===== src/hw/rtl/bgd_pkg.sv =====
package bgd_pkg;

  // Tick counter width; elapsed time wraps modulo 2^TICK_W
  localparam int TICK_W = 32;

  localparam int NOW_W = 32;
  localparam int CFG_W = 16;
  localparam int CFG_IDX_W = 2;
  localparam int EVENT_W = 3;

  // Configuration register indices
  localparam logic [CFG_IDX_W-1:0] CFG_DEBOUNCE = 2'd0;
  localparam logic [CFG_IDX_W-1:0] CFG_CLICK = 2'd1;
  localparam logic [CFG_IDX_W-1:0] CFG_RELEASE = 2'd2;
  localparam logic [CFG_IDX_W-1:0] CFG_HOLD = 2'd3;

  // Register reset values
  localparam logic [CFG_W-1:0] DEBOUNCE_RST = 16'd20;
  localparam logic [CFG_W-1:0] CLICK_RST = 16'd300;
  localparam logic [CFG_W-1:0] RELEASE_RST = 16'd300;
  localparam logic [CFG_W-1:0] HOLD_RST = 16'd3000;

  // Event codes
  localparam logic [EVENT_W-1:0] EV_NONE = 3'd0;
  localparam logic [EVENT_W-1:0] EV_SINGLE = 3'd1;
  localparam logic [EVENT_W-1:0] EV_DOUBLE = 3'd2;
  localparam logic [EVENT_W-1:0] EV_HOLD = 3'd3;
  localparam logic [EVENT_W-1:0] EV_RELEASE = 3'd4;
  localparam logic [EVENT_W-1:0] EV_ERROR = 3'd5;

  typedef enum logic [3:0] {
    ST_IDLE        = 4'd0,
    ST_DEB_PRESS   = 4'd1,
    ST_FIRST_PRESS = 4'd2,
    ST_GAP         = 4'd3,
    ST_EMIT_SINGLE = 4'd4,
    ST_DEB_SECOND  = 4'd5,
    ST_SECOND      = 4'd6,
    ST_EMIT_DOUBLE = 4'd7,
    ST_WAIT_HOLD   = 4'd8,
    ST_HOLDING     = 4'd9,
    ST_WAIT_REL    = 4'd10,
    ST_EMIT_REL    = 4'd11,
    ST_EMIT_ERR    = 4'd12
  } gest_state_t;

endpackage


===== src/hw/rtl/button_gesture_detector.sv =====
// Channel   | Handshake            | Payload
// ----------+----------------------+---------------------------
// in        | in_valid / in_stall  | in_pin_level, in_now_tick
// out       | out_valid / out_stall| out_event_code
// cfg       | cfg_we               | cfg_index, cfg_wdata
//
// One poll per cycle: the state machine advances at the transfer edge and the
// held event lands in the output register; it is offered the cycle after.
// The single output register sets the rate; in_stall rises only while a result
// waits there under out_stall, and a poll is taken in the cycle it drains.
// Synchronous active-low reset returns the machine to idle with no event and
// loads the default thresholds.
module button_gesture_detector (
  input  logic                          clk,
  input  logic                          rst_n,
  input  logic                          in_valid,
  output logic                          in_stall,
  input  logic                          in_pin_level,
  input  logic [bgd_pkg::NOW_W-1:0]     in_now_tick,
  output logic                          out_valid,
  input  logic                          out_stall,
  output logic [bgd_pkg::EVENT_W-1:0]   out_event_code,
  input  logic                          cfg_we,
  input  logic [bgd_pkg::CFG_IDX_W-1:0] cfg_index,
  input  logic [bgd_pkg::CFG_W-1:0]     cfg_wdata
);
  import bgd_pkg::*;

  logic [CFG_W-1:0]   debounce_r, click_r, release_r, hold_r;
  gest_state_t        state_r, state_nxt;
  logic [TICK_W-1:0]  start_r, start_nxt;
  logic [EVENT_W-1:0] held_r, held_nxt;
  logic               out_valid_r;
  logic [EVENT_W-1:0] out_event_r;

  logic               in_xfer;
  logic [TICK_W-1:0]  now;
  logic [TICK_W-1:0]  elapsed;
  logic               deb_done, click_lt, rel_lt, rel_le, hold_le;

  // Handshake: take a poll unless a result is stuck in the output register
  assign in_stall = out_valid_r & out_stall;
  assign in_xfer  = in_valid & ~in_stall;

  // Elapsed ticks and threshold compares
  assign now      = TICK_W'(in_now_tick);
  assign elapsed  = now - start_r;
  assign deb_done = elapsed >= TICK_W'(debounce_r);
  assign click_lt = elapsed <  TICK_W'(click_r);
  assign rel_lt   = elapsed <  TICK_W'(release_r);
  assign rel_le   = elapsed <= TICK_W'(release_r);
  assign hold_le  = elapsed <= TICK_W'(hold_r);

  // Next state and start tick
  always_comb begin
    state_nxt = state_r;
    start_nxt = start_r;
    unique case (state_r)
      ST_IDLE: begin
        if (in_pin_level) begin
          state_nxt = ST_DEB_PRESS;
          start_nxt = now;
        end
      end
      ST_DEB_PRESS: begin
        if (deb_done) begin
          if (!in_pin_level) begin
            state_nxt = ST_IDLE;
          end else begin
            state_nxt = ST_FIRST_PRESS;
            start_nxt = now;
          end
        end
      end
      ST_FIRST_PRESS: begin
        priority if (!in_pin_level && click_lt) begin
          state_nxt = ST_GAP;
          start_nxt = now;
        end else if (!click_lt) begin
          state_nxt = ST_WAIT_HOLD;
        end else begin
          state_nxt = state_r;
        end
      end
      ST_GAP: begin
        priority if (!in_pin_level && !rel_lt) begin
          state_nxt = ST_EMIT_SINGLE;
        end else if (in_pin_level && rel_lt) begin
          state_nxt = ST_DEB_SECOND;
          start_nxt = now;
        end else begin
          state_nxt = state_r;
        end
      end
      ST_EMIT_SINGLE: state_nxt = ST_IDLE;
      ST_DEB_SECOND: begin
        if (deb_done) begin
          if (!in_pin_level) begin
            state_nxt = ST_EMIT_SINGLE;
          end else begin
            state_nxt = ST_SECOND;
            start_nxt = now;
          end
        end
      end
      ST_SECOND: begin
        // late release stays here until the next press, which ends as an error
        priority if (!in_pin_level && click_lt) begin
          state_nxt = ST_EMIT_DOUBLE;
        end else if (in_pin_level && !click_lt) begin
          state_nxt = ST_EMIT_ERR;
        end else begin
          state_nxt = state_r;
        end
      end
      ST_EMIT_DOUBLE: state_nxt = ST_IDLE;
      ST_WAIT_HOLD: begin
        priority if (!in_pin_level && hold_le) begin
          state_nxt = ST_EMIT_ERR;
        end else if (!hold_le) begin
          state_nxt = ST_HOLDING;
        end else begin
          state_nxt = state_r;
        end
      end
      ST_HOLDING: begin
        if (!in_pin_level) begin
          state_nxt = ST_WAIT_REL;
          start_nxt = now;
        end
      end
      ST_WAIT_REL: begin
        priority if (in_pin_level && rel_le) begin
          state_nxt = ST_HOLDING;
        end else if (!rel_le) begin
          state_nxt = ST_EMIT_REL;
        end else begin
          state_nxt = state_r;
        end
      end
      ST_EMIT_REL: state_nxt = ST_IDLE;
      ST_EMIT_ERR: state_nxt = ST_IDLE;
      default: state_nxt = state_r;
    endcase
  end

  // Held event update
  always_comb begin
    held_nxt = held_r;
    unique case (state_r)
      ST_IDLE:        held_nxt = EV_NONE;
      ST_EMIT_SINGLE: held_nxt = EV_SINGLE;
      ST_EMIT_DOUBLE: held_nxt = EV_DOUBLE;
      ST_HOLDING:     held_nxt = EV_HOLD;
      ST_EMIT_REL:    held_nxt = EV_RELEASE;
      ST_EMIT_ERR:    held_nxt = EV_ERROR;
      default:        held_nxt = held_r;
    endcase
  end

  // Threshold registers
  always_ff @(posedge clk) begin
    if (!rst_n) begin
      debounce_r <= DEBOUNCE_RST;
      click_r    <= CLICK_RST;
      release_r  <= RELEASE_RST;
      hold_r     <= HOLD_RST;
    end else if (cfg_we) begin
      unique case (cfg_index)
        CFG_DEBOUNCE: debounce_r <= cfg_wdata;
        CFG_CLICK:    click_r    <= cfg_wdata;
        CFG_RELEASE:  release_r  <= cfg_wdata;
        CFG_HOLD:     hold_r     <= cfg_wdata;
        default:      ;
      endcase
    end
  end

  // Machine state, advanced once per input transfer
  always_ff @(posedge clk) begin
    if (!rst_n) begin
      state_r <= ST_IDLE;
      start_r <= '0;
      held_r  <= EV_NONE;
    end else if (in_xfer) begin
      state_r <= state_nxt;
      start_r <= start_nxt;
      held_r  <= held_nxt;
    end
  end

  // Output register
  always_ff @(posedge clk) begin
    if (!rst_n) begin
      out_valid_r <= 1'b0;
    end else if (in_xfer) begin
      out_valid_r <= 1'b1;
    end else if (!out_stall) begin
      out_valid_r <= 1'b0;
    end
  end

  always_ff @(posedge clk) begin
    if (in_xfer) begin
      out_event_r <= held_nxt;
    end
  end

  assign out_valid      = out_valid_r;
  assign out_event_code = out_event_r;

endmodule


===== config.mk =====
export PLATFORM = sky130hd
export DESIGN_NAME = button_gesture_detector
export DESIGN_NICKNAME = d
export VERILOG_FILES = /design/src/hw/rtl/bgd_pkg.sv /design/src/hw/rtl/button_gesture_detector.sv
export SDC_FILE = /design/constraint.sdc
export NUM_CORES = 1
export LEC_CHECK = 0
export ABC_AREA = 0
export ABC_CLOCK_PERIOD_IN_PS = 5410
export CELL_PAD_IN_SITES_DETAIL_PLACEMENT = 0
export CELL_PAD_IN_SITES_GLOBAL_PLACEMENT = 1
export CORE_AREA = 2 2 163 165
export CTS_CLUSTER_SIZE = 28
export DETAILED_ROUTE_END_ITERATION = 6
export DIE_AREA = 0 0 165 167
export DONT_BUFFER_PORTS = 1
export PLACE_DENSITY_LB_ADDON = 0.15
export SETUP_SLACK_MARGIN = 0.05
export SYNTH_ARGS = -nofsm -noshare
export SYNTH_HDL_FRONTEND = slang
export SYNTH_SLANG_ARGS = --single-unit

===== constraint.sdc =====
create_clock -name clk -period 5.41 [get_ports clk]
set_input_delay 0.541 -clock clk [delete_from_list [all_inputs] [get_ports clk]]
set_output_delay 0.541 -clock clk [all_outputs]
set_load 0.01 [all_outputs]

==> impl_metrics.py <==
metrics = {
    "outcome": {
        "outcome": "finished clean",
    },
    "route": {
        "wl_um": 24100,
        "first_pass_iters": 5,
        "drcViolationCount": 0,
        "vias": 7144,
        "drtAntennaViolNets": 0,
        "highest_layer": "met4",
        "wl_per_cell_um": 17.0,
        "wl_met2_um": 11600,
        "drtIter0Drc": 322,
        "wl_met3_um": 921,
        "viasPerCell": 5.06,
        "drt-met1-wl_um": 11300,
    },
    "synthesis": {
        "ys.flop_type": "dfxtp_1",
        "synth_area_leaders": "dfxtp_1 26%, ha_1 15%, nand2_1 11%",
        "synth.most_common_cell": "nand2_1",
        "synthTopCellsByCount": "234 x nand2_1, 109 x a21oi_1, 105 x inv_1",
        "yosys.area.top_type": "dfxtp_1",
        "synth_seq_cells": 107,
        "synth_area_per_cell_um2": 7.54,
        "synth_edf_count": 3,
        "synth_cells": 1079,
        "synth_warnings": 0,
        "synth_seq_area_share_pct": 26.7,
        "syn_area_um2": 8130,
        "synthesis.nets": 1234,
        "synth_cell_type_count": 76,
        "yosysTopAreaCellShare_pct": 25.6,
        "postSynth.asyncResetShare_pct": 0,
    },
    "floorplanning": {
        "die_x_um": 165,
        "core_um2": 25800,
        "start_util_pct": 31.6,
        "die_area_um2": 27600,
        "fp-row-count": 59,
        "ios": 61,
        "die_h_um": 167,
    },
    "power_and_ir_drop": {
        "vdd_drop_max_v": 0.000173,
        "pwr-share-seq_pct": 36.3,
        "pwr_density_cell_nw_per_um2": 262,
        "pwr-share-comb_pct": 33.8,
        "clock_power_share_pct": 30.0,
        "p_leak_nw": 3.46,
        "p_total_mw": 2.36,
        "p_sw_mw": 0.867,
        "swShare_pct": 36.7,
        "p_int_mw": 1.49,
    },
    "worst_setup_path": {
        "startpoint_type": "flip-flop",
        "cp_common_cell": "ha_1",
        "cp_top_family": "simple AND/OR/NAND/NOR gates",
        "r2r_end": "start_r[31]",
        "cp-end-kind": "flip-flop",
        "crit_arrival_ns": 5.42,
        "path_class": "flip-flop to flip-flop",
        "cp_max_fo": 8,
        "crit_path_top_delay_cell": "or4b_1",
        "cp_num_buf_inv": 1,
        "max_stage_delay_ns": 0.53,
        "r2r_slack_ns": 0.29,
        "rr_startpoint": "start_r[0]",
        "path_cells": "ha_1 > fa_2 > nand2b_4 > a21oi_4 > o21ai_4 > o211a_1 > o211ai_1 > mux2_4 > or4b_1 > nor4_1 > nand3b_1 > or2_1 > ha_1 > nor4b_2 > o21ai_1 > a221oi_2 > o21a_2 > buf_6 > mux2i_1",
        "rr_worst_depth": 19,
        "critPathRequiredTime_ns": 5.71,
    },
    "finish": {
        "stdcell_count": 1412,
        "fin_util_pct": 34.9,
        "syn_to_final_growth_pct": 10.6,
        "antennaDiodeCount": 0,
        "nets": 1227,
        "drive_above_1_share_pct": 8.64,
    },
    "sta": {
        "slew_headroom_pct": 28.9,
        "maxSlewViolCount": 0,
        "final.setup_skew_ns": 0.0144,
        "period_needed_ns": 5.12,
        "post-route-period-util_pct": 94.6,
        "rsz0062_at_grt": "no",
        "worst_pin_slew_ns": 1.07,
        "setup_viol": 0,
        "final-hold-violation-count": 0,
        "max_freq_mhz": 195,
    },
    "clocking": {
        "cts_tree": "done",
        "cts_buffers": 9,
        "cts_root_buf": "clkbuf_16",
        "postCtsHoldBufs": 0,
        "cts_max_level": 3,
        "cts_buffer_depth": 2,
        "path_clk_slew_ns": 0.09,
        "cts_sinks": 107,
        "clock_latency_ns": 0.37,
    },
    "hold_path": {
        "hold_start": "cfg_wdata[7]",
        "hp-class": "input pin to flip-flop",
        "holdPathStages": 2,
        "holdPathEnd": "release_r[7]",
    },
    "placed_design": {
        "io_buffers": 0,
        "dp_cells": 1392,
        "place.gp.congestion": 0.823,
        "dpl.hpwl_um": 17700,
    },
    "global_routing": {
        "antenna_found_initial": 0,
        "grt_pass1_vias": 6998,
        "grt_max_degree": 87,
        "overflow": 0,
        "grt_pass1_wl_um": 37800,
        "grt_usage_pct": 17.4,
    },
    "job": {
        "drv_cap": 0,
    },
}
==> cell type report <==
cell class | instances | area, µm²
clock buffers | 9 | 225
inverters | 106 | 398
fillers | 2804 | 16800
repair buffers | 35 | 314
well taps | 335 | 419
flip-flops and latches | 107 | 2170
clock inverters | 7 | 77.6
multi-input cells | 813 | 5390
==> layout by cell type, fill, tap and decap left out, types with 3 or more instances in the layout <==
cell type  instances
nand2_1          234
a21oi_1          107
inv_1            105
dfxtp_1          104
ha_1              95
o21ai_0           41
nor2_1            38
mux2i_1           38
buf_4             31
o211ai_1          27
o21a_1            18
nand4_1           17
nand3_1           15
nor3_1            14
xor2_1            11
clkbuf_16         11
a21o_1            10
xnor2_1           10
nand2b_1           9
o21ai_1            9
a211oi_1           8
or2_2              7
nor2b_1            6
o22ai_1            6
a21oi_2            6
a31oi_1            5
nor4_1             4
and2_1             3
o221ai_1           3
o311ai_0           3
o211a_1            3
a221oi_2           3
ha_2               3
edfxtp_1           3
==> power groups by stage <==
stage / Clock [mW] / Combinational [mW] / Sequential, mW
floorplan: 0 / 0.571 / 0.861
global placement: 0 / 0.776 / 0.874
detailed placement: 0 / 0.777 / 0.874
CTS: 0.734 / 0.783 / 0.856
global route: 0.757 / 0.912 / 0.862
finish: 0.707 / 0.797 / 0.856
==> state kept, by name (all words and copies together), names as in the netlist <==
signal / count
state_r: 4
debounce_r: 16
held_r: 3
out_valid: 1
out_event_code: 3
release_r: 16
hold_r: 16
start_r: 32
click_r: 16
==> layer usage <==
layer  up-vias  global-route usage [%]
met5         -                       0
met3        11                    3.04
li1       3744                       -
met1      3281                    22.9
met2       108                    29.7
met4         0                    3.36
==> stage by stage <==
step / setup slack, ns / TNS, ns / hold WS [ns] / area (µm²)
finish: 0.291 / 0 / 0.293 / 8990
global route: 0.0338 / 0 / 0.285 / 8990
CTS: 0.178 / 0 / 0.265 / 8860
detailed placement: -0.0409 / -0.760 / 0.447 / 8560
global placement: 0.0159 / 0 / 0.443 / 8560
floorplan: 0.426 / 0 / 0.434 / 8130
==> worst max-delay path by stage <==
stage | end | slack (ns) | from | cells after the start
floorplan | start_r[0] | 0.43 | in_now_tick[0] | 22
global placement | start_r[0] | 0.02 | in_now_tick[0] | 21
detailed placement | start_r[17] | -0.04 | in_now_tick[0] | 21
CTS | start_r[15] | 0.18 | start_r[0] | 20
global route | start_r[20] | 0.03 | start_r[0] | 20
finish | start_r[31] | 0.29 | start_r[0] | 19
==> what timing repair did <==
action,in CTS,in global routing
setup buffers,0,1
resized for setup,0,16
setup endpoints to repair,0,33
==> kinds of logic after synthesis <==
group / count (synthesis) / synth area share, %
adders and majority gates: 99 / 15.3
AOI/OAI and AO/OA: 282 / 22.5
xor gates and xnor gates: 22 / 2.37
and+or+nand+nor: 370 / 20.3
buffers and inverters: 159 / 7.91
DFF: 107 / 26.7
muxes: 40 / 4.96
(Power assumes the default switching activity.)
